--- config.mk ---
export PLATFORM = sky130hd
export DESIGN_NAME = wdt_queue
export DESIGN_NICKNAME = d
export VERILOG_FILES = /design/src/hdl/wdt_pkg.sv /design/src/hdl/wdt_queue.sv
export SDC_FILE = /design/constraint.sdc
export NUM_CORES = 1
export LEC_CHECK = 0
export BUFFER_PORTS_ARGS = -buffer_cell sky130_fd_sc_hd__buf_2
export CAP_MARGIN = 10
export CORE_MARGIN = 3
export CORE_UTILIZATION = 51
export DETAILED_ROUTE_END_ITERATION = 8
export GPL_ROUTABILITY_DRIVEN = 0
export PLACE_DENSITY = 0.75
export SYNTH_ARGS = -nofsm -noshare
export SYNTH_HDL_FRONTEND = slang
export SYNTH_SLANG_ARGS = --single-unit
--- constraint.sdc ---
create_clock -name clk_i -period 2 [get_ports clk_i]
set_input_delay 0.2 -clock clk_i [delete_from_list [all_inputs] [get_ports clk_i]]
set_output_delay 0.2 -clock clk_i [all_outputs]
set_load 0.03 [all_outputs]
--- src/hdl/wdt_pkg.sv ---
package wdt_pkg;

  localparam int VocabSize    = 256;
  localparam int MaxTokens    = 12;
  localparam int MaxWordChars = 31;
  localparam int EntryStride  = 32;

  localparam int EntryW = $clog2(VocabSize);
  localparam int CharAw = EntryW + $clog2(EntryStride);
  localparam int PosW   = $clog2(EntryStride);
  localparam int LenW   = 5;
  localparam int CountW = 9;
  localparam int SlotW  = 4;
  localparam int IdW    = 16;
  localparam int CfgW   = 16;
  localparam int QDepth = 4;
  localparam int QPtrW  = $clog2(QDepth);

  localparam logic [IdW-1:0]    UnknownId = IdW'(1);
  localparam logic [IdW-1:0]    PadToken  = '0;
  localparam logic [SlotW-1:0]  MaxTok    = SlotW'(MaxTokens);
  localparam logic [LenW-1:0]   MaxChars  = LenW'(MaxWordChars);
  localparam logic [CountW-1:0] VocabLim  = CountW'(VocabSize);

  typedef enum logic [1:0] {
    OpLoadChar  = 2'd0,
    OpLoadEntry = 2'd1,
    OpTextByte  = 2'd2,
    OpEndText   = 2'd3
  } op_e;

  typedef enum logic {
    CfgVocabCount = 1'b0,
    CfgNumTokenId = 1'b1
  } cfg_idx_e;

  typedef struct packed {
    logic [1:0]       operation;
    logic [7:0]       entry_index;
    logic [4:0]       char_pos;
    logic [7:0]       char_value;
    logic [15:0]      entry_id;
    logic [4:0]       entry_length;
  } in_item_t;

  typedef struct packed {
    logic [15:0] token_id;
    logic [3:0]  slot;
    logic [3:0]  real_count;
    logic        last_flag;
  } out_item_t;

  // Work handed from the front end to the back end.
  typedef struct packed {
    logic             lookup;    // word needs a dictionary search
    logic             pads;      // emit padding after this job
    logic             has_word;  // a word token is emitted
    logic [IdW-1:0]   id;        // id if no search
    logic [LenW-1:0]  len;
    logic [SlotW-1:0] slot;      // slot of first result
    logic             last_word; // the word fills the last slot
  } job_t;

endpackage

--- src/hdl/wdt_queue.sv ---
module wdt_queue (
  input  logic          clk_i,
  input  logic          rst_ni,
  input  logic          push_i,
  input  wdt_pkg::job_t push_data_i,
  output logic          full_o,
  input  logic          pop_i,
  output logic          empty_o,
  output wdt_pkg::job_t pop_data_o
);
  wdt_pkg::job_t mem_q [wdt_pkg::QDepth];
  logic [wdt_pkg::QPtrW:0] wp_q, rp_q;

  assign empty_o = wp_q == rp_q;
  assign full_o  = (wp_q[wdt_pkg::QPtrW-1:0] == rp_q[wdt_pkg::QPtrW-1:0]) &&
                   (wp_q[wdt_pkg::QPtrW] != rp_q[wdt_pkg::QPtrW]);
  assign pop_data_o = mem_q[rp_q[wdt_pkg::QPtrW-1:0]];

  always_ff @(posedge clk_i or negedge rst_ni) begin
    if (!rst_ni) begin
      wp_q <= '0;
      rp_q <= '0;
    end else begin
      if (push_i && !full_o) begin
        wp_q <= wp_q + 1'b1;
      end
      if (pop_i && !empty_o) begin
        rp_q <= rp_q + 1'b1;
      end
    end
  end
  always_ff @(posedge clk_i) begin
    if (push_i && !full_o) begin
      mem_q[wp_q[wdt_pkg::QPtrW-1:0]] <= push_data_i;
    end
  end

  assert property (@(posedge clk_i) disable iff (!rst_ni)
    !(full_o && empty_o)) else $error("queue full and empty");
endmodule

==> Yosys cells after proc, flatten, opt, wreduce, memory -nomap -nowiden <==
Memories as Yosys holds them, arrays and structs flattened.
Index checks and enable logic that the tools add are counted.
{ "totals": {"mem_count": 1, "output_inout_bits": 31, "latchBits": 0, "ff_bits": 6, "rom_bits": 0, "wordCells": 15, "mem_bits_rw": 116} }
{ "mem_list": {"columns": ["name", "words", "word_bits", "read_ports", "rd_clocked_by_memory_dff", "wr", "line_no", "source"], "rows": [
  ["mem_q", 4, 29, 1, 0, 1, "wdt_queue.sv:11", "wdt_pkg::job_t mem_q [wdt_pkg::QDepth];"]
]} }
{ "op_classes": {"n_lt_le_gt_ge": 0, "bitwise_logic": 0, "n_mul": 0, "reduce_logical": 5, "shift": 0, "muxes": 2, "n_addsub": 2, "n_eq_ne": 3, "div_mod_pow": 0} }
{ "op_table": {"columns": ["cell", "count"], "rows": [
  ["3-bit by 1-bit adder with 3-bit output (second input constant)", 2],
  ["3-bit == test", 1],
  ["1-bit logical AND", 3],
  ["2-bit == test", 1],
  ["1-bit logical NOT", 2],
  ["1-bit two-way mux", 2],
  ["1-bit != test", 1]
]} }

==> Longest topological paths before layout <==
{ "logic_depth": {"word_depth": 6, "ltp_mapped": 5, "mapped_depth_nobuf": 5} }

==> Worst setup path before layout <==
No wires, ideal clock.
{ "synth_timing": {"kind": "flip-flop to flip-flop", "start": "reg rp_q[0] in the netlist's numbering", "end": "mem mem_q[1][0] in the netlist's numbering, enable pin", "path_stages_with_launch": 5, "t_required_ps": 1611, "synth_period_minus_slack_ps": 2000, "slack_ps": 0, "arrival_time_ps": 1612, "n_path_buf": 1, "setup_time_ps": 389, "cell_sequence": "dfrtp_1 > buf_2 > xnor2_2 > nand3_2 > and3_1"} }
{ "synth_between": {"elab_chain_cells": 6} }
{ "synth_lines": {"columns": ["element", "line_no", "source"], "rows": [
  ["from (decl)", "wdt_queue.sv:12", "logic [wdt_pkg::QPtrW:0] wp_q, rp_q;"],
  ["from (signal assigned)", "wdt_queue.sv:28", "rp_q <= rp_q + 1'b1;"],
  ["2-bit == test", "wdt_queue.sv:15", "assign full_o = (wp_q[wdt_pkg::QPtrW-1:0] == rp_q[wdt_pkg::QPtrW-1:0]) &&"],
  ["1-bit logical AND", "wdt_queue.sv:15", null],
  ["1-bit logical NOT", "wdt_queue.sv:33", "if (push_i && !full_o) begin"],
  ["1-bit logical AND", "wdt_queue.sv:33", null],
  ["1-bit two-way mux", "wdt_queue.sv:33", null],
  ["1-bit two-way mux (not written as such)", "wdt_queue.sv:34", "mem_q[wp_q[wdt_pkg::QPtrW-1:0]] <= push_data_i;"],
  ["to (decl)", "wdt_queue.sv:11", null]
]} }
Every way passes these cells.

==> out/metrics.yaml <==
clockRootBuffer: "clkbuf_8"
p_seq_share_pct: 32.2
numCtsBuffers: 17
core-area_um2: 8850
clk_pin_slew_ps: 60
dp_hpwl_um: 4710
clk_latency_ps: 510
synth-seq-cells: 122
yosys_warnings: 0
wl_um: 9030
hp-class: "input port to flip-flop"
switching_share_pct: 32.7
slew_headroom_pct: 69.5
area_delta_synth_final_pct: 37.7
max_freq_mhz: 477
die_h_um: 102
switchingPower_mw: 3.68
synth_top_area_share_pct: 74.2
critical_path_required_ps: 1800
num_rows: 34
drive_above_1_share_pct: 45.7
grt_usage_pct: 19.5
multi_input_area_um2: 1060
drtPass1Iterations: 4
avgSynthCellArea_um2: 23.4
power_leakage_nw: 2.32
cts_tree: "yes"
tns_ps: -2070
clockBufferDepth: 2
slowest_stage: "mux4_2"
crit_arrival_ps: 1900
boundaryPins: 64
failed_checks: "setup timing"
finalSetupViolCount: 29
maxUsedRoutingLayer: "met4"
io_buffers: 63
max_stage_delay_ps: 530
r2r_cells: 6
clockPowerShare_pct: 27.1
post-place-cells: 372
final_core_util_pct: 73.1
crit_chain: "buf_12 > buf_16 > mux4_2 > buf_6"
met1_length_um: 3720
drtIter0Drc: 112
rsz0062_at_grt: "yes"
cp-end-kind: "output port"
finalNonFillerCells: 443
wire_per_inst_um: 20.4
layout_min_cycle_time_ps: 2100
drcViolationCount: 0
whs_path_depth: 3
internal-power_mw: 7.57
die_x_um: 102
worstPathMaxFanout: 8
critical_path_class: "flip-flop to output port"
initial_core_util_pct: 53.1
wl_met3_um: 404
grt_overflow: 0
diodes: 0
slew_viol_final: 0
vias_per_cell: 5.45
power_density_nw_per_um2: 1740
nets: 360
combPwrFrac_pct: 40.6
route.met2.wl_um: 4730
synth.area.top_cells: "edfxtp_1 (74%), mux4_2 (14%), dfrtp_1 (3.2%)"
grt_pass1_vias: 2606
syn_area_um2: 4700
peakVddDrop_mv: 1.17
die_area_um2: 10400
regArea_um2: 3640
drtAntennaViolNets: 0
syn-num-nets: 239
cts.sinks: 122
fill_cells: 509
htree_levels: 4
antenna_found_initial: 0
finalHoldViolCount: 0
clock-skew-final_ps: 7.25
synthCells: 201
fin_ws_ps: -97.5
cp-start-kind: "flip-flop"
vias: 2414
tightestPinTransition_ps: 457
grt_max_degree: 35
synth_cell_types: 29
synth_top_area_cell: "edfxtp_1"
timing.final.crit_share_pct: 105
max_cap_violations: 0
grt_first_pass_wirelength_um: 14300
outcome: "complete, but fails checks"
seq_area_frac_synth_pct: 77.4
power_mw: 11.3
per-layer routing:
metal / global-route usage [%] / up-vias
li1: - / 1085
met4: 9.08 / 0
met5: 0 / -
met3: 6.42 / 14
met1: 24.4 / 1236
met2: 31.1 / 79
stage by stage:
| stage | area [um2] | hold WS, ps | setup slack, ps |
|---|---|---|---|
| after detailed placement | 5180 | 34.2 | 129 |
| after global routing | 6470 | 8.36 | -185 |
| after CTS | 6480 | 9.21 | -121 |
| final | 6470 | 23.4 | -97.5 |
| after floorplan | 4700 | -95.6 | 0.105 |
| after global placement | 5180 | 35.1 | 171 |
cell type report:
type | count | share of cell area (%)
sequential | 122 | 56.2
timing repair buffer | 110 | 16.0
tap | 108 | 2.09
multi-input combinational | 67 | 16.3
inverter | 4 | 0.232
clock inverter | 14 | 2.75
clock buffer | 18 | 6.46
final timing paths:
path                            slack (ps)              to    start
min in group asynchronous               50         wp_q[2]   rst_ni
worst max register to register         170    mem_q[3][13]  rp_q[0]
worst min-delay path                    20         wp_q[0]   push_i
worst max-delay path                  -100  pop_data_o[23]  rp_q[0]
worst min register to register         590         wp_q[2]  wp_q[2]
max in group asynchronous             1790         rp_q[0]   rst_ni
cells by family (layout without fill, tap and decap cells):
| group | Yosys count | count (layout) | share of synthesized area, % |
|---|---|---|---|
| AOI/OAI and AO/OA | 13 | 13 | 2.48 |
| DFF | 122 | 122 | 77.4 |
| xor gates and xnor gates | 9 | 9 | 2.16 |
| buffers and inverters | 12 | 146 | 1.38 |
| adders and majority gates | 5 | 5 | 1.33 |
| muxes | 29 | 29 | 13.9 |
| and+or+nand+nor | 11 | 11 | 1.38 |
synth_stat cells:
| master | instances |
|---|---|
| edfxtp_1 | 116 |
| mux4_2 | 29 |
| dfrtp_1 | 6 |
| ha_1 | 5 |
| a21oi_1 | 4 |
| inv_1 | 4 |
| xnor2_1 | 4 |
| and3_1 | 3 |
| buf_4 | 3 |
| clkbuf_1 | 3 |
| nand2b_1 | 2 |
| o31ai_1 | 2 |
| o31ai_2 | 2 |
| xor2_1 | 2 |
| xor2_2 | 2 |
| a211oi_1 | 1 |
| a211oi_2 | 1 |
| a21o_2 | 1 |
| a31oi_1 | 1 |
| a31oi_4 | 1 |
| and2_1 | 1 |
| buf_2 | 1 |
| buf_6 | 1 |
| nand2_1 | 1 |
| nand3_1 | 1 |
| nand3_2 | 1 |
| nor2_1 | 1 |
| nor3_1 | 1 |
| xnor2_2 | 1 |
sequential cells by signal (all words and copies together) (netlist names):
| register | flops |
|---|---|
| mem_q | 116 |
| rp_q | 3 |
| wp_q | 3 |
layout by cell type, fill, tap and decap left out, types with 2 or more instances in the layout:
cell type	instances
clkinv_4	2
dfrtp_2	2
buf_16	3
and3_4	3
buf_6	33
a21oi_1	4
clkbuf_16	16
buf_12	2
xor2_2	2
xnor2_1	4
dlygate4sd3_1	31
clkinv_2	4
bufinv_16	4
nand2b_1	2
dfrtp_1	4
o31ai_1	2
ha_1	5
o31ai_2	2
buf_2	32
edfxtp_1	116
buf_4	9
mux4_2	29
clkinv_1	3
inv_1	3
worst max-delay path: cells and delay by family (launching register included):
family   cells  cell delay (ps)
buf+inv      3              420
flops        1              430
mux          1              530
power by group through the flow:
stage	Clock, mW	Combinational [mW]	Sequential, mW
after detailed placement	0	3.46	3.66
after floorplan	0	2.57	3.59
final	3.05	4.57	3.63
after global placement	0	3.44	3.62
after CTS	3.10	4.61	3.62
after global routing	3.23	4.85	3.68
repair_timing:
| action | in CTS | in global routing |
|---|---|---|
| gates cloned | 3 | 0 |
| buffers inserted | 6 | 0 |
| pin swaps | 3 | 2 |
| endpoints found under the setup margin | 30 | 31 |
| hold buffers | 31 | 0 |
| resized for setup | 74 | 2 |
| endpoints found under the hold margin | 123 | 0 |
(Power assumes the default switching activity.)
