**src/hdl/wdt_pkg.sv**
```systemverilog
package wdt_pkg;

  localparam int VocabSize    = 256;
  localparam int MaxTokens    = 12;
  localparam int MaxWordChars = 31;
  localparam int EntryStride  = 32;

  localparam int EntryW = $clog2(VocabSize);
  localparam int CharAw = EntryW + $clog2(EntryStride);
  localparam int PosW   = $clog2(EntryStride);
  localparam int LenW   = 5;
  localparam int CountW = 9;
  localparam int SlotW  = 4;
  localparam int IdW    = 16;
  localparam int CfgW   = 16;
  localparam int QDepth = 4;
  localparam int QPtrW  = $clog2(QDepth);

  localparam logic [IdW-1:0]    UnknownId = IdW'(1);
  localparam logic [IdW-1:0]    PadToken  = '0;
  localparam logic [SlotW-1:0]  MaxTok    = SlotW'(MaxTokens);
  localparam logic [LenW-1:0]   MaxChars  = LenW'(MaxWordChars);
  localparam logic [CountW-1:0] VocabLim  = CountW'(VocabSize);

  typedef enum logic [1:0] {
    OpLoadChar  = 2'd0,
    OpLoadEntry = 2'd1,
    OpTextByte  = 2'd2,
    OpEndText   = 2'd3
  } op_e;

  typedef enum logic {
    CfgVocabCount = 1'b0,
    CfgNumTokenId = 1'b1
  } cfg_idx_e;

  typedef struct packed {
    logic [1:0]       operation;
    logic [7:0]       entry_index;
    logic [4:0]       char_pos;
    logic [7:0]       char_value;
    logic [15:0]      entry_id;
    logic [4:0]       entry_length;
  } in_item_t;

  typedef struct packed {
    logic [15:0] token_id;
    logic [3:0]  slot;
    logic [3:0]  real_count;
    logic        last_flag;
  } out_item_t;

  // Work handed from the front end to the back end.
  typedef struct packed {
    logic             lookup;    // word needs a dictionary search
    logic             pads;      // emit padding after this job
    logic             has_word;  // a word token is emitted
    logic [IdW-1:0]   id;        // id if no search
    logic [LenW-1:0]  len;
    logic [SlotW-1:0] slot;      // slot of first result
    logic             last_word; // the word fills the last slot
  } job_t;

endpackage

```
**src/hdl/wdt_front.sv**
```systemverilog
module wdt_front (
  input  logic                        clk_i,
  input  logic                        rst_ni,
  input  logic                        in_valid_i,
  output logic                        in_ready_o,
  input  wdt_pkg::in_item_t           in_data_i,
  input  logic [wdt_pkg::IdW-1:0]     num_id_i,
  input  logic                        back_busy_i,
  output logic                        job_valid_o,
  output wdt_pkg::job_t               job_o,
  input  logic                        job_ready_i,
  output logic                        wbuf_we_o,
  output logic [wdt_pkg::LenW-1:0]    wbuf_addr_o,
  output logic [7:0]                  wbuf_data_o
);
  logic [wdt_pkg::LenW-1:0]  len_q, len_d;
  logic                      dig_q, dig_d;
  logic [wdt_pkg::SlotW-1:0] tok_q, tok_d;
  logic [7:0] ch;
  logic letter, digit, is_text, is_end, take, word_end;
  wdt_pkg::job_t job;

  always_comb begin
    ch = in_data_i.char_value;
    if (ch >= 8'h41 && ch <= 8'h5a) begin
      ch = ch + 8'd32;
    end
  end
  assign letter  = ch >= 8'h61 && ch <= 8'h7a;
  assign digit   = ch >= 8'h30 && ch <= 8'h39;
  assign is_text = in_data_i.operation == wdt_pkg::OpTextByte;
  assign is_end  = in_data_i.operation == wdt_pkg::OpEndText;

  // Word buffer is owned by the back end, so it must be idle before any
  // byte may overwrite the word it still searches.
  assign in_ready_o = job_ready_i && !back_busy_i && !job_valid_o;
  assign take = in_valid_i && in_ready_o;
  assign word_end = is_text && tok_q < wdt_pkg::MaxTok && len_q != '0 &&
                    !((letter || digit) && len_q < wdt_pkg::MaxChars);

  always_comb begin
    job = '0;
    job.has_word  = is_end ? (len_q != '0 && tok_q < wdt_pkg::MaxTok) : word_end;
    job.lookup    = job.has_word && !dig_q;
    job.id        = num_id_i;
    job.len       = len_q;
    job.slot      = tok_q;
    job.pads      = is_end;
    job.last_word = word_end && tok_q == wdt_pkg::MaxTok - 1'b1;
  end

  always_comb begin
    len_d = len_q;
    dig_d = dig_q;
    tok_d = tok_q;
    wbuf_we_o = 1'b0;
    if (take) begin
      if (is_end) begin
        len_d = '0;
        dig_d = 1'b1;
        tok_d = '0;
      end else if (is_text && tok_q < wdt_pkg::MaxTok) begin
        if ((letter || digit) && len_q < wdt_pkg::MaxChars) begin
          wbuf_we_o = 1'b1;
          len_d = len_q + 1'b1;
          if (letter) begin
            dig_d = 1'b0;
          end
        end else if (len_q != '0) begin
          len_d = '0;
          dig_d = 1'b1;
          tok_d = tok_q + 1'b1;
        end
      end
    end
  end
  assign wbuf_addr_o = len_q;
  assign wbuf_data_o = ch;

  logic jv_q;
  wdt_pkg::job_t job_q;
  always_ff @(posedge clk_i or negedge rst_ni) begin
    if (!rst_ni) begin
      len_q <= '0;
      dig_q <= 1'b1;
      tok_q <= '0;
      jv_q  <= 1'b0;
    end else begin
      len_q <= len_d;
      dig_q <= dig_d;
      tok_q <= tok_d;
      if (take && (job.has_word || is_end)) begin
        jv_q <= 1'b1;
      end else if (job_ready_i) begin
        jv_q <= 1'b0;
      end
    end
  end
  always_ff @(posedge clk_i) begin
    if (take) begin
      job_q <= job;
    end
  end
  assign job_valid_o = jv_q;
  assign job_o = job_q;

  assert property (@(posedge clk_i) disable iff (!rst_ni)
    len_q <= wdt_pkg::MaxChars) else $error("word length overflow");
  assert property (@(posedge clk_i) disable iff (!rst_ni)
    tok_q <= wdt_pkg::MaxTok) else $error("token count overflow");
  assert property (@(posedge clk_i) disable iff (!rst_ni)
    take && is_end |=> tok_q == '0 && len_q == '0) else $error("end not cleared");
endmodule

```
**config.mk**
```make
export PLATFORM = sky130hd
export DESIGN_NAME = wdt_front
export DESIGN_NICKNAME = d
export VERILOG_FILES = /design/src/hdl/wdt_pkg.sv /design/src/hdl/wdt_front.sv
export SDC_FILE = /design/constraint.sdc
export NUM_CORES = 1
export LEC_CHECK = 0
export BUFFER_PORTS_ARGS = -buffer_cell sky130_fd_sc_hd__clkbuf_2
export CORE_ASPECT_RATIO = 1.4
export CORE_UTILIZATION = 46
export DETAILED_ROUTE_END_ITERATION = 6
export GPL_ROUTABILITY_DRIVEN = 1
export PLACE_DENSITY_LB_ADDON = 0.2
export SLEW_MARGIN = 10
export SYNTH_ARGS = -nofsm -noshare
export SYNTH_HDL_FRONTEND = slang
export SYNTH_SLANG_ARGS = --single-unit
```
**constraint.sdc**
```tcl
create_clock -name clk_i -period 4.95 [get_ports clk_i]
set_clock_uncertainty 0.2 [all_clocks]
set_input_delay 0.495 -clock clk_i [delete_from_list [all_inputs] [get_ports clk_i]]
set_output_delay 0.495 -clock clk_i [all_outputs]
set_load 0.01 [all_outputs]
```
## Word level (Yosys, flattened, before mapping)

Cells that the tools add are included.

| operators by class | value |
|---|---|
| $add $sub $neg | 3 |
| magnitude comparators | 8 |
| eq/ne operators | 5 |
| reduce and logical (&&, ||, !) cells | 28 |
| multiplexer cells | 21 |

Operators by type and width:

| operator | number |
|---|---|
| $mux W5 | 4 |
| $ge A8 B7 Y1 const B | 2 |
| $le A8 B7 Y1 const B | 2 |
| $mux W4 | 4 |
| $logic_and A1 B1 Y1 | 14 |
| $mux W1 | 12 |
| $add A8 B6 Y8 const B | 1 |
| $ge A8 B6 Y1 const B | 1 |
| $le A8 B6 Y1 const B | 1 |
| $mux W8 | 1 |
| $reduce_and A4 Y1 | 2 |
| $reduce_bool A2 Y1 | 3 |
| $add A5 B1 Y5 const B | 1 |
| $lt A5 B5 Y1 const B | 1 |
| $reduce_bool A5 Y1 | 1 |
| $add A4 B1 Y4 const B | 1 |
| $eq A2 B2 Y1 const B | 2 |
| $eq A4 B4 Y1 const B | 1 |
| $logic_not A1 Y1 | 4 |
| $lt A4 B4 Y1 const B | 1 |
| $ne A3 B3 Y1 const B | 1 |
| $reduce_and A3 Y1 | 1 |
| $reduce_bool A3 Y1 | 1 |
| $logic_or A1 B1 Y1 | 2 |
| $ne A2 B2 Y1 const B | 1 |

| word-level totals | value |
|---|---|
| word-level logic and storage cells | 76 |
| input bits | 65 |
| register bits after elaboration | 40 |
| output and inout bits | 45 |

## Longest topological paths before layout

Gate-level depths: netlist of run 1.

| depth | value |
|---|---|
| depth in word-level cells | 13 |
| mapped depth | 7 |
| gate-level depth less buffers | 7 |

## Least setup slack after synthesis of run 1

No wires, ideal clock.

| path | value |
|---|---|
| kind | input port to flip-flop |
| start point | in back_busy_i |
| end point | reg len_q, in the netlist wbuf_addr_o[2] |
| setup slack | 2.263 ns |
| arrival time | 2.363 ns |
| path buffers | 0 |
| library setup time | 0.124 ns |
| stages | 5 |
| required time | 4.626 ns |
| cells stage by stage | and4bb_1 -> o21a_1 -> nand4_1 -> and2_1 -> a211o_1 |

| on the way | value |
|---|---|
| cells in the longest elaborated chain, start to end | 5 |

Ends and longest elaborated chain:

| item | line | source |
|---|---|---|
| from (decl) | wdt_front.sv:8 | `input logic back_busy_i,` |
| $logic_not A1 Y1 | wdt_front.sv:36 | `assign in_ready_o = job_ready_i && !back_busy_i && !job_valid_o;` |
| $logic_and A1 B1 Y1 (2 in a row) | wdt_front.sv:36 |  |
| $logic_and A1 B1 Y1 | wdt_front.sv:37 | `assign take = in_valid_i && in_ready_o;` |
| $reduce_and A3 Y1 (no line) | - |  |
| to (signal assigned) | wdt_front.sv:89 | `len_q <= len_d;` |
| to (decl) | wdt_front.sv:16 | `logic [wdt_pkg::LenW-1:0] len_q, len_d;` |

Every way passes these cells.
A chain may end at the register's enable or synchronous reset.

## Final worst setup path of run 1

| path | value |
|---|---|
| start point | in in_data_i[24] (netlist name) |
| end point | out wbuf_we_o |

| on the way | value |
|---|---|
| cells in the longest elaborated chain, start to end | 11 |
| elaborated cells between the ends (all ways) | 17 |
| classes of those cells | add/sub: 1; order compare: 6; mux: 5; reduce/logical: 5 |

Ends and longest elaborated chain:

| item | line | source |
|---|---|---|
| from (decl) | wdt_front.sv:6 | `input wdt_pkg::in_item_t in_data_i,` |
| $ge A8 B7 Y1 or $le A8 B7 Y1 (tied branches) | wdt_front.sv:25 | `if (ch >= 8'h41 && ch <= 8'h5a) begin` |
| $logic_and A1 B1 Y1 | wdt_front.sv:25 |  |
| $mux W8 * | wdt_front.sv:25 |  |
| $ge A8 B7 Y1 (tied with other cells) | wdt_front.sv:29 | `assign letter = ch >= 8'h61 && ch <= 8'h7a;` |
| $logic_and A1 B1 Y1 (on tied branches) | wdt_front.sv:29, wdt_front.sv:30 |  |
| $logic_or A1 B1 Y1 * | wdt_front.sv:63 | `if ((letter \|\| digit) && len_q < wdt_pkg::MaxChars) begin` |
| $logic_and A1 B1 Y1 * | wdt_front.sv:63 |  |
| $mux W1 * | wdt_front.sv:63 |  |
| $mux W1 * | wdt_front.sv:62 | `end else if (is_text && tok_q < wdt_pkg::MaxTok) begin` |
| $mux W1 * | wdt_front.sv:58 | `if (is_end) begin` |
| $mux W1 * | wdt_front.sv:57 | `if (take) begin` |
| to (decl) | wdt_front.sv:12 | `output logic wbuf_we_o,` |

Mark *: on every way between the ends. The rest lies on a longest branch, timed or not.

==> key figures, run 1 <==
Place
  – DP Wirelength: 2640 um
  – GP Congestion: 0.720
  – Buffers on Ports: 75

Routing
  – Vias: between 1000 and 1500
  – ANT nets after route: 0
  – DRC violations left: 0
  – DRT Wirelength: roughly 3400 um
  – DRT iter0 DRCs: 29
  – Wirelength per Cell: 13.8 um
  – Vias/cell: 5.47
  – Drt pass-1 iters: 7

Layout
  – Register area: 1150 sq um
  – Antenna diodes: 0
  – Area growth syn-to-layout: 24.1%
  – Fillers: ~340
  – Most frequent cells in the layout: clkbuf_2, edfxtp_1, dfrtp_1
  – Commonest non-fill, non-tap cell in the layout: clkbuf_2
  – Share of cells above drive strength 1: between 40% and 50%
  – Multi-input combinational cell area: 608 sq um
  – Fin nets: between 200 and 300

Pwr
  – Power Density: 361 nW/um^2
  – Comb pwr share: 22.9%
  – Int Pwr: 591 uW
  – Switching share of total power: between 20 and 30%
  – VDD IR-drop max: around 270 uV
  – Clock power frac: a little under a quarter
  – Total chip power: 834 uW
  – Sw power: 243 uW
  – Leak: around 1 nW
  – Sequential share of power: 53.9%

Clock tree
  – CTS tree: built
  – CTS H-tree depth: 2
  – Clock-pin slew on the worst setup and hold paths: 0.07 ns
  – Sinks on Clock Net: 40
  – Clock root cell: clkbuf_8
  – Buffers inserted by post-CTS timing repair: 0
  – Worst skew pair latency: 0.28 ns
  – CTS resizes: 0
  – Longest Clk Path Bufs: 2
  – CTS buffer count: 5

Yosys
  – Number of flops mapped to enable cells by yosys: 29
  – Post-synthesis cell type count: 46
  – Post-synthesis average cell area: 14.0 sq um
  – Syn Nets: between 200 and 250
  – Async set-reset flop share out of synthesis: 27.5%
  – Seq/Total Area, Yosys: between 60% and 70%
  – Area of the mapped netlist: around 1900 sq um
  – Synthesized instance count: 133
  – Synth Warn #: 0
  – Synth Flop Type: edfxtp_1
  – Synthesized flop and latch total: 40

GRT
  – Initial antenna violation count: 0
  – Largest net degree at the start of global routing: 34
  – Gr ovfl total: 0
  – GR Util All Layers: 16.7%
  – First-pass GRT wire length: 5630 um
  – Vias in the first global route: 1260

Floorplanning
  – IO Pins: 110
  – Starting Density: 47.6%
  – Core ar.: 3920 sq um
  – Die Wd: 55.8 um
  – Die ar.: between 4000 and 5000 sq um
  – Chip height: 77.3 um
  – Rows: 27

Worst hold path
  – Worst Hold Launch: num_id_i[10]
  – Worst hold path depth: 1
  – Worst Hold End: job_o[20]$_DFFE_PP_
  – Hold WC Path Type: input pin to flop

STA
  – Slew margin rel.: between 60% and 70%
  – Setup violators final: 0
  – TNS Setup: 0 ns
  – Fin crit share: 59.4%
  – Slew Limit Fails: 0
  – F_max: 340 MHz
  – Minimum clock period after layout: about 2.9 ns
  – Final Hold Vio Count: 0
  – Slew @ Worst Pin: around 0.54 ns
  – RSZ-0062 raised after global routing: no

Critical path
  – Reg2reg end: wbuf_addr_o[2]$_DFFE_PN0P_
  – Worst-path cell chain: clkbuf_2 > or4_4 > o221ai_4 > o21bai_4 > a31o_2 > nand3_1 > inv_1 > clkbuf_2
  – CP top delay family: simple AND/OR/NAND/NOR gates
  – CP endpoint kind: output port
  – Max stage delay cell, worst path: or4_4
  – Critical Path AT: about 2.3 ns
  – CP Max Fanout: 5
  – Worst path max stage delay: 0.56 ns
  – R2r setup slk: 2.59 ns
  – Worst reg2reg startpoint: job_valid_o$_DFFE_PN0P_
  – Most used cell, CP: clkbuf_2
  – Worst Path Buf+Inv: 3
  – R2R cell count: 6
  – Critical path class: input pin to output port
  – Startpoint types: input pin
  – Data required time at the worst endpoint: 4.26 ns

Flow run
  – Max_cap viols: 0

Status
  – Status: completed
[flip-flops by register name (all words and copies together) (netlist names)]
| register | flops |
|---|---|
| wbuf_addr_o | 5 |
| job_valid_o | 1 |
| dig_q | 1 |
| tok_q | 4 |
| job_o | 29 |
[layer usage]
metal  global-route usage, %  vias up  wire [um]
met2                    30.4       67       1870
met3                    4.22        2        246
li1                        -      656          -
met5                       0        -          0
met4                    6.75        0         28
met1                    18.2      642       1300
[metrics by stage]
stage / std cells / utilization, % / worst slack (ns) / hold slack (ns) / area [sq um]
after floorplan: 133 / - / 2.26 / -0.000591 / 1860
after global placement: 242 / 56.8 / 2.06 / 0.183 / 2230
after detailed placement: 242 / 56.8 / 2.02 / 0.195 / 2230
after CTS: 250 / 59.0 / 2.01 / 0.181 / 2310
after global routing: 250 / 59.0 / 1.89 / 0.175 / 2310
final: 250 / 59.0 / 2.01 / 0.192 / 2310
[worst max path at each step]
stage / start / endpoint / cells past startpoint
2_1_floorplan: back_busy_i / wbuf_addr_o[2]$_DFFE_PN0P_ / 5
3_3_place_gp: in_data_i[24] / wbuf_we_o / 8
3_5_place_dp: in_data_i[24] / wbuf_we_o / 8
4_1_cts: in_data_i[24] / wbuf_we_o / 8
5_1_grt: in_data_i[24] / wbuf_we_o / 8
6_report: in_data_i[24] / wbuf_we_o / 8
[power groups by stage]
stage / combinational, mW / clock [mW] / sequential (mW)
after floorplan: 0.139 / 0 / 0.451
final: 0.191 / 0.193 / 0.450
after global placement: 0.186 / 0 / 0.454
after detailed placement: 0.192 / 0 / 0.456
after global routing: 0.212 / 0.214 / 0.455
after CTS: 0.194 / 0.199 / 0.449
[synthesized netlist by cell type, types with 2 or more instances]
cell      count  share of area [%]
a21oi_1       5                1.3
and3_1        3                1.0
dfrtp_1      10                 13
buf_4        10                4.0
o22ai_1       2               0.67
ha_1          4                2.7
nor2_1        3               0.60
a31oi_1       2               0.67
edfxtp_1     29                 47
nand2_1       8                1.6
o31ai_1       3                1.2
o21ai_0       5                1.3
inv_1         8                1.6
nand3_1       4                1.1
nor4b_1       3                1.4
a32oi_1       3                1.4
o21a_1        2               0.81
[layout make-up]
type                    instances  area share (%)
well taps                      43            2.33
clock inverters                 1           0.216
flip-flops and latches         40            49.6
clock buffers                   6            3.14
multi-input cells              74            26.3
repair buffers                 77            17.0
inverters                       9            1.46
[cells by family (layout without fill, tap and decap cells)]
group / count (synthesis) / after routing / share of synthesized area [%]
simple gates: 33 / 33 / 12.4
buf+inv: 19 / 93 / 5.84
compound gates: 37 / 37 / 17.6
fa+ha+maj: 4 / 4 / 2.68
flops: 40 / 40 / 61.5
[what timing repair did]
| item | CTS | global route |
|---|---|---|
| endpoints found under the hold margin | 10 | 0 |
| hold buffers | 1 | 0 |
| setup endpoints to repair | 0 | 0 |
(Power assumes the default switching activity.)
==> run 2, diff against run 1 <==
--- a/config.mk
+++ b/config.mk
@@ -7,7 +7,7 @@
 export LEC_CHECK = 0
 export BUFFER_PORTS_ARGS = -buffer_cell sky130_fd_sc_hd__clkbuf_2
 export CORE_ASPECT_RATIO = 1.4
-export CORE_UTILIZATION = 46
+export CORE_UTILIZATION = 39
 export DETAILED_ROUTE_END_ITERATION = 6
 export GPL_ROUTABILITY_DRIVEN = 1
 export PLACE_DENSITY_LB_ADDON = 0.2
==> constraint.sdc (replaced) <==
create_clock -name clk_i -period 2.42 [get_ports clk_i]
set_clock_uncertainty 0.2 [all_clocks]
set_input_delay 0.242 -clock clk_i [delete_from_list [all_inputs] [get_ports clk_i]]
set_output_delay 0.242 -clock clk_i [all_outputs]
set_load 0.01 [all_outputs]
==> run 2 against run 1 <==
  * Sequential share of layout area decreased by 5.9 points
  * Design area increased by 14%
  * Clock-buffer cell count decreased by 1
  * Critical path type unchanged
==> key figures, run 2 (synthesized netlist as in run 1, its figures left out) <==
Layout
  – Fillers: 395 (+18%)
  – Share of cells above drive strength 1: 47.1% (+1.2 points)
  – Max FFs per register: 29 (unchanged)
  – Most frequent cells in the layout: clkbuf_2, edfxtp_1, dlygate4sd3_1
  – Antenna diodes: 0 (unchanged)
  – Fin nets: 295 (+6.9%)
  – Commonest non-fill, non-tap cell in the layout: clkbuf_2
  – Final core area utilization: 57.6% (-1.4 points)
  – Area growth syn-to-layout: 41.3%

STA
  – TNS Setup: 0 ns (unchanged)
  – Setup violators final: 0 (unchanged)
  – Final hold slack: 0.0943 ns (-0.0973 ns)
  – Slew @ Worst Pin: 0.539 ns (-0.00149 ns)
  – RSZ-0062 raised after global routing: no
  – Fin crit share: between 90% and 100%
  – Slack of the critical path: 0.129 ns (-1.88 ns)
  – Minimum clock period after layout: 2.29 ns
  – F_max: 437 MHz
  – Slew Limit Fails: 0 (unchanged)
  – Final Hold Vio Count: 0 (unchanged)
  – Slew margin rel.: 63.5% (+0.10 points)

Clock tree
  – CTS buffer count: 5 (unchanged)
  – Clock root cell: clkbuf_8
  – Longest Clk Path Bufs: 2 (unchanged)
  – Clock-pin slew on the worst setup and hold paths: 0.08 ns (about the same)
  – CTS H-tree depth: 2 (unchanged)
  – Sinks on Clock Net: 40 (unchanged)
  – Worst skew pair latency: 0.29 ns (about the same)
  – CTS tree: built

Floorplanning
  – Die ar.: 5060 sq um (+17%)
  – Chip height: 83.8 um (+8.4%)
  – Core ar.: 4570 sq um (+17%)
  – Starting Density: 40.8% (-6.8 points)
  – IO Pins: 110 (unchanged)
  – Rows: 29 (+7.4%)
  – Die Wd: 60.4 um (+8.3%)

Routing
  – Wirelength per Cell: 13.2 um (-4.4%)
  – Vias/cell: 5.02 (-8.2%)
  – DRT Wirelength: 3810 um (+11%)
  – DRT iter0 DRCs: 32 (+10%)
  – Vias: 1451 (+6.1%)
  – DRC violations left: 0 (unchanged)
  – Drt pass-1 iters: 4 (-3)
  – ANT nets after route: 0 (unchanged)

GRT
  – Met3 Track Usage GR: 3.10% (-1.1 points)
  – Initial antenna violation count: 0 (unchanged)
  – First-pass GRT wire length: 6170 um (+9.6%)
  – Vias in the first global route: 1431 (+14%)
  – Gr ovfl total: 0 (unchanged)
  – M1 GR Usage: 16.8% (-1.4 points)
  – Busiest grt layer: met2
  – GR Util All Layers: 16.1% (-0.63 points)
  – Largest net degree at the start of global routing: 32 (-5.9%)
  – GR Util met2: 29.3% (-1.1 points)

Place
  – Place WS: -0.00554 ns (-2.02 ns)
  – Buffers on Ports: 75 (unchanged)
  – DP Wirelength: 2710 um (+2.9%)
  – GP Congestion: 0.684 (-5.0%)

Worst hold path
  – Hold WC Path Type: input pin to flop

Flow run
  – Max_cap viols: 0 (unchanged)

Critical path
  – Most used cell, CP: clkbuf_2
  – Reg2reg end: wbuf_addr_o[1]$_DFFE_PN0P_
  – Critical path startpoint: in_data_i[24]
  – CP Max Fanout: 5 (unchanged)
  – Worst-path cell chain: clkbuf_2 > or4_4 > o221ai_4 > o21bai_4 > a31o_2 > nand3_2 > inv_1 > clkbuf_2
  – Critical Path AT: 1.85 ns (-0.40 ns)
  – R2R cell count: 6 (unchanged)
  – CP endpoint kind: output port
  – Worst reg2reg startpoint: wbuf_addr_o[0]$_DFFE_PN0P_
  – R2r setup slk: 0.13 ns (-2.46 ns)
  – Max stage delay cell, worst path: or4_4
  – Critical path class: input pin to output port
  – Startpoint types: input pin
  – Worst Setup EP: wbuf_we_o
  – Data required time at the worst endpoint: 1.98 ns (-2.28 ns)
  – Worst path max stage delay: 0.55 ns (about the same)

Pwr
  – Power Density: 797 nW/um^2 (+120%)
  – Total chip power: 2.10 mW (+150%)
  – Sw power: 544 uW (+120%)
  – Comb pwr share: 20.5% (-2.4 points)
  – Sequential share of power: 44.3% (-9.6 points)
  – Clock power frac: 35.2% (+12 points)
  – Leak: 1.12 nW (+11%)
  – Int Pwr: 1.56 mW (+160%)
  – VDD IR-drop max: 308 uV (+13%)
  – Switching share of total power: 25.9% (-3.2 points)

Status
  – Status: completed
[run 2: per-layer routing]
| metal | part of all wire, % | vias up |
|---|---|---|
| met5 | 0 | - |
| met4 | 1.8 | 0 |
| met3 | 5.4 | 6 |
| met2 | 54 | 71 |
| met1 | 39 | 672 |
| li1 | - | 702 |
[run 2: worst max-delay path, delay by kind of cell]
family,cells,cell delay [ns]
AO/OA/AOI/OAI,3,0.69
buffers and inverters,3,0.26
AND/OR/NAND/NOR,2,0.65
[run 2: stage by stage]
step | std cells | area, sq um
2_1_floorplan | 133 | 1860
3_3_place_gp | 263 | 2260
3_5_place_dp | 263 | 2260
4_1_cts | 289 | 2610
5_1_grt | 289 | 2640
6_report | 289 | 2640
[run 2: power by group through the flow]
stage | clock [mW] | sequential (mW) | combinational (mW)
detailed placement | 0 | 0.936 | 0.401
CTS | 0.756 | 0.922 | 0.427
global placement | 0 | 0.932 | 0.386
finish | 0.739 | 0.931 | 0.431
floorplan | 0 | 0.923 | 0.284
global route | 0.773 | 0.944 | 0.484
[run 2: final cells by class]
cell class / instances / area, sq um / share of cell area (%)
Tap cell: 62 / 77.6 / 2.94
Multi-Input combinational cell: 74 / 634 / 24.1
Timing Repair Buffer: 96 / 578 / 21.9
Inverter: 9 / 33.8 / 1.28
Clock inverter: 3 / 90.1 / 3.42
Clock buffer: 5 / 68.8 / 2.61
Sequential cell: 40 / 1150 / 43.7
[run 2: timing repair]
action,in CTS,in global routing
gates resized for setup,1,8
setup buffers,0,0
hold endpoints to repair,28,0
pin swaps,0,2
hold buffers,18,0
setup endpoints to repair,1,2
[run 2: worst min-delay path by stage]
stage | startpoint | endpoint | slack [ns] | cells after the start
after floorplan | rst_ni | job_valid_o$_DFFE_PN0P_ | -0.25 | 0
after global placement | rst_ni | wbuf_addr_o[0]$_DFFE_PN0P_ | -0.07 | 1
after detailed placement | rst_ni | wbuf_addr_o[3]$_DFFE_PN0P_ | -0.06 | 1
after CTS | in_data_i[42] | job_o[0]$_DFFE_PP_ | 0.09 | 2
after global routing | in_data_i[42] | job_o[0]$_DFFE_PP_ | 0.09 | 2
final | in_data_i[42] | job_o[0]$_DFFE_PP_ | 0.09 | 2
==> run 3, diff against run 2 <==
--- a/config.mk
+++ b/config.mk
@@ -6,8 +6,9 @@
 export NUM_CORES = 1
 export LEC_CHECK = 0
 export BUFFER_PORTS_ARGS = -buffer_cell sky130_fd_sc_hd__clkbuf_2
-export CORE_ASPECT_RATIO = 1.4
+export CORE_ASPECT_RATIO = 0.6
 export CORE_UTILIZATION = 39
+export CTS_BUF_LIST = sky130_fd_sc_hd__clkbuf_16
 export DETAILED_ROUTE_END_ITERATION = 6
 export GPL_ROUTABILITY_DRIVEN = 1
 export PLACE_DENSITY_LB_ADDON = 0.2
==> run 3 against run 2 <==
  * Register-to-register slack got worse by 0.02 ns
  * Sequential power barely moved
  * Clock power barely moved
  * Clock-buffer cell count did not move
  * Highest routed layer unchanged
  * Die area rose by 0.10%
==> key figures, run 3 (synthesized netlist as in run 1, its figures left out) <==
STA
  – Final hold slack: 0.102 ns (+0.00764 ns)
  – TNS Setup: 0 ns (unchanged)
  – Slew Limit Fails: 0 (unchanged)
  – Slew margin rel.: 65.1% (+1.5 points)
  – RSZ-0062 raised after global routing: no
  – Minimum clock period after layout: 2.33 ns (+0.0431 ns)
  – F_max: 429 MHz (-1.8%)
  – Setup violators final: 0 (unchanged)
  – Final Hold Vio Count: 0 (unchanged)
  – Slew @ Worst Pin: 0.517 ns (-0.0226 ns)
  – Fin crit share: 96.4% (+1.8 points)

Place
  – DP Wirelength: 2850 um (+4.9%)
  – GP Congestion: 0.781 (+14%)
  – Buffers on Ports: 75 (unchanged)

Critical path
  – CP endpoint kind: output port
  – Most used cell, CP: clkbuf_2
  – Startpoint types: input pin
  – Worst-path cell chain: clkbuf_2 > or4_4 > o221ai_4 > o21bai_4 > a31o_2 > nand3_1 > inv_1 > clkbuf_2
  – Worst path max stage delay: 0.56 ns (about the same)
  – Data required time at the worst endpoint: 1.98 ns (about the same)
  – Max stage delay cell, worst path: or4_4
  – Critical path class: input pin to output port
  – Critical Path AT: 1.89 ns (+0.04 ns)
  – CP Max Fanout: 5 (unchanged)
  – CP top delay family: compound AO/OA/AOI/OAI gates
  – Worst Path Buf+Inv: 3 (unchanged)

Pwr
  – Clock power frac: 35.2% (about the same)
  – Sequential share of power: 44.3% (about the same)
  – Comb pwr share: 20.4% (about the same)
  – Leak: 1.13 nW (+0.87%)
  – Switching share of total power: 27.3% (+1.4 points)
  – VDD IR-drop max: 420 uV (+36%)
  – Int Pwr: 1.52 mW (-2.2%)
  – Power Density: 793 nW/um^2 (-0.52%)
  – Sw power: 572 uW (+5.1%)
  – Total chip power: 2.09 mW (-0.34%)

Layout
  – Area growth syn-to-layout: 41.6%
  – Most frequent cells in the layout: clkbuf_2, edfxtp_1, dlygate4sd3_1
  – Antenna diodes: 0 (unchanged)
  – Multi-input combinational cell area: 616 sq um (-3.0%)
  – Final core area utilization: 57.5% (-0.095 points)
  – Fin nets: 297 (+0.68%)
  – Share of cells above drive strength 1: 46.7% (-0.41 points)
  – Fillers: 402 (+1.8%)
  – Register area: 1150 sq um (-0.11%)
  – Commonest non-fill, non-tap cell in the layout: clkbuf_2
  – Max FFs per register: 29 (unchanged)

GRT
  – Largest net degree at the start of global routing: 32 (unchanged)
  – GR Util All Layers: 17.4% (+1.3 points)
  – Vias in the first global route: 1392 (-2.7%)
  – First-pass GRT wire length: 6670 um (+8.2%)
  – Gr ovfl total: 0 (unchanged)
  – Initial antenna violation count: 0 (unchanged)

Floorplanning
  – Rows: 19 (-34%)
  – IO Pins: 110 (unchanged)
  – Die ar.: 5070 sq um (+0.10%)
  – Starting Density: 40.6% (-0.14 points)
  – Die Wd: 91.3 um (+51%)
  – Core ar.: 4590 sq um (+0.36%)
  – Chip height: 55.6 um (-34%)

Routing
  – DRC violations left: 0 (unchanged)
  – Vias/cell: 4.93 (-1.8%)
  – Wirelength per Cell: 14.1 um (+7.3%)
  – ANT nets after route: 0 (unchanged)
  – Vias: 1439 (-0.83%)
  – DRT iter0 DRCs: 72 (+130%)
  – Drt pass-1 iters: 4 (unchanged)
  – DRT Wirelength: 4130 um (+8.4%)

Status
  – Status: completed

Clock tree
  – CTS tree: built
  – Longest Clk Path Bufs: 2 (unchanged)
  – Worst skew pair latency: 0.28 ns (about the same)
  – Sinks on Clock Net: 40 (unchanged)
  – Clock-pin slew on the worst setup and hold paths: 0.06 ns (-0.02 ns)
  – Clock root cell: clkbuf_16
  – CTS buffer count: 5 (unchanged)
  – CTS H-tree depth: 2 (unchanged)

Flow run
  – Max_cap viols: 0 (unchanged)

Worst hold path
  – Hold WC Path Type: input pin to flop
[run 3: stage by stage]
stage          std cells  setup WS [ns]  cell area [sq um]
6_report             292         0.0863               2640
5_1_grt              292        0.00173               2640
4_1_cts              292        0.00933               2630
3_5_place_dp         266         0.0579               2280
3_3_place_gp         266         0.0791               2280
2_1_floorplan        133         0.0530               1860
[run 3: layout make-up]
class                      instances  area share, %
timing repair buffer              98           22.5
clock inverter                     3           1.61
multi-input combinational         74           23.3
clock buffer                       5           4.74
inverter                           9           1.28
sequential                        40           43.6
tap                               63           2.99
[run 3: worst paths after layout]
kind | end | cells after the start | startpoint | slack (ns)
hold / removal | job_o[0]$_DFFE_PP_ | 2 | in_data_i[42] | 0.10
setup reg to reg | wbuf_addr_o[1]$_DFFE_PN0P_ | 6 | wbuf_addr_o[1]$_DFFE_PN0P_ | 0.11
max in group asynchronous | dig_q$_DFFE_PN1P_ | 2 | rst_ni | 1.56
hold reg to reg | dig_q$_DFFE_PN1P_ | 2 | dig_q$_DFFE_PN1P_ | 0.30
setup / recovery | wbuf_we_o | 8 | in_data_i[24] | 0.09
min in group asynchronous | wbuf_addr_o[2]$_DFFE_PN0P_ | 2 | rst_ni | 0.18
[run 3: per-layer routing]
| metal | vias up | track usage (%) | routed length [um] | share of wire, % |
|---|---|---|---|---|
| li1 | 701 | - | - | - |
| met1 | 690 | 22.7 | 1930 | 47 |
| met2 | 44 | 26.9 | 1950 | 47 |
| met3 | 4 | 5.37 | 206 | 5.0 |
| met4 | 0 | 7.71 | 44 | 1.1 |
| met5 | - | 0 | 0 | 0 |
[run 3: power groups by stage]
stage | logic [mW] | clock network, mW | registers [mW]
after global placement | 0.389 | 0 | 0.931
after global routing | 0.471 | 0.782 | 0.944
after detailed placement | 0.400 | 0 | 0.938
final | 0.427 | 0.738 | 0.929
after CTS | 0.427 | 0.753 | 0.926
after floorplan | 0.284 | 0 | 0.923
[run 3: worst reg2reg max path, delay by kind of cell (launching register included)]
family	cells	cell delay [ns]
simple gates	2	0.89
compound gates	2	0.50
flops	1	0.45
fa+ha+maj	1	0.14
buf+inv	1	0.07
[run 3: what timing repair did]
action / 4_1_cts / 5_1_grt
hold endpoints to repair: 28 / 0
setup buffers: 0 / 0
hold buffers: 18 / 0
pin swaps: 0 / 2
endpoints found under the setup margin: 1 / 2
gates resized for setup: 1 / 4
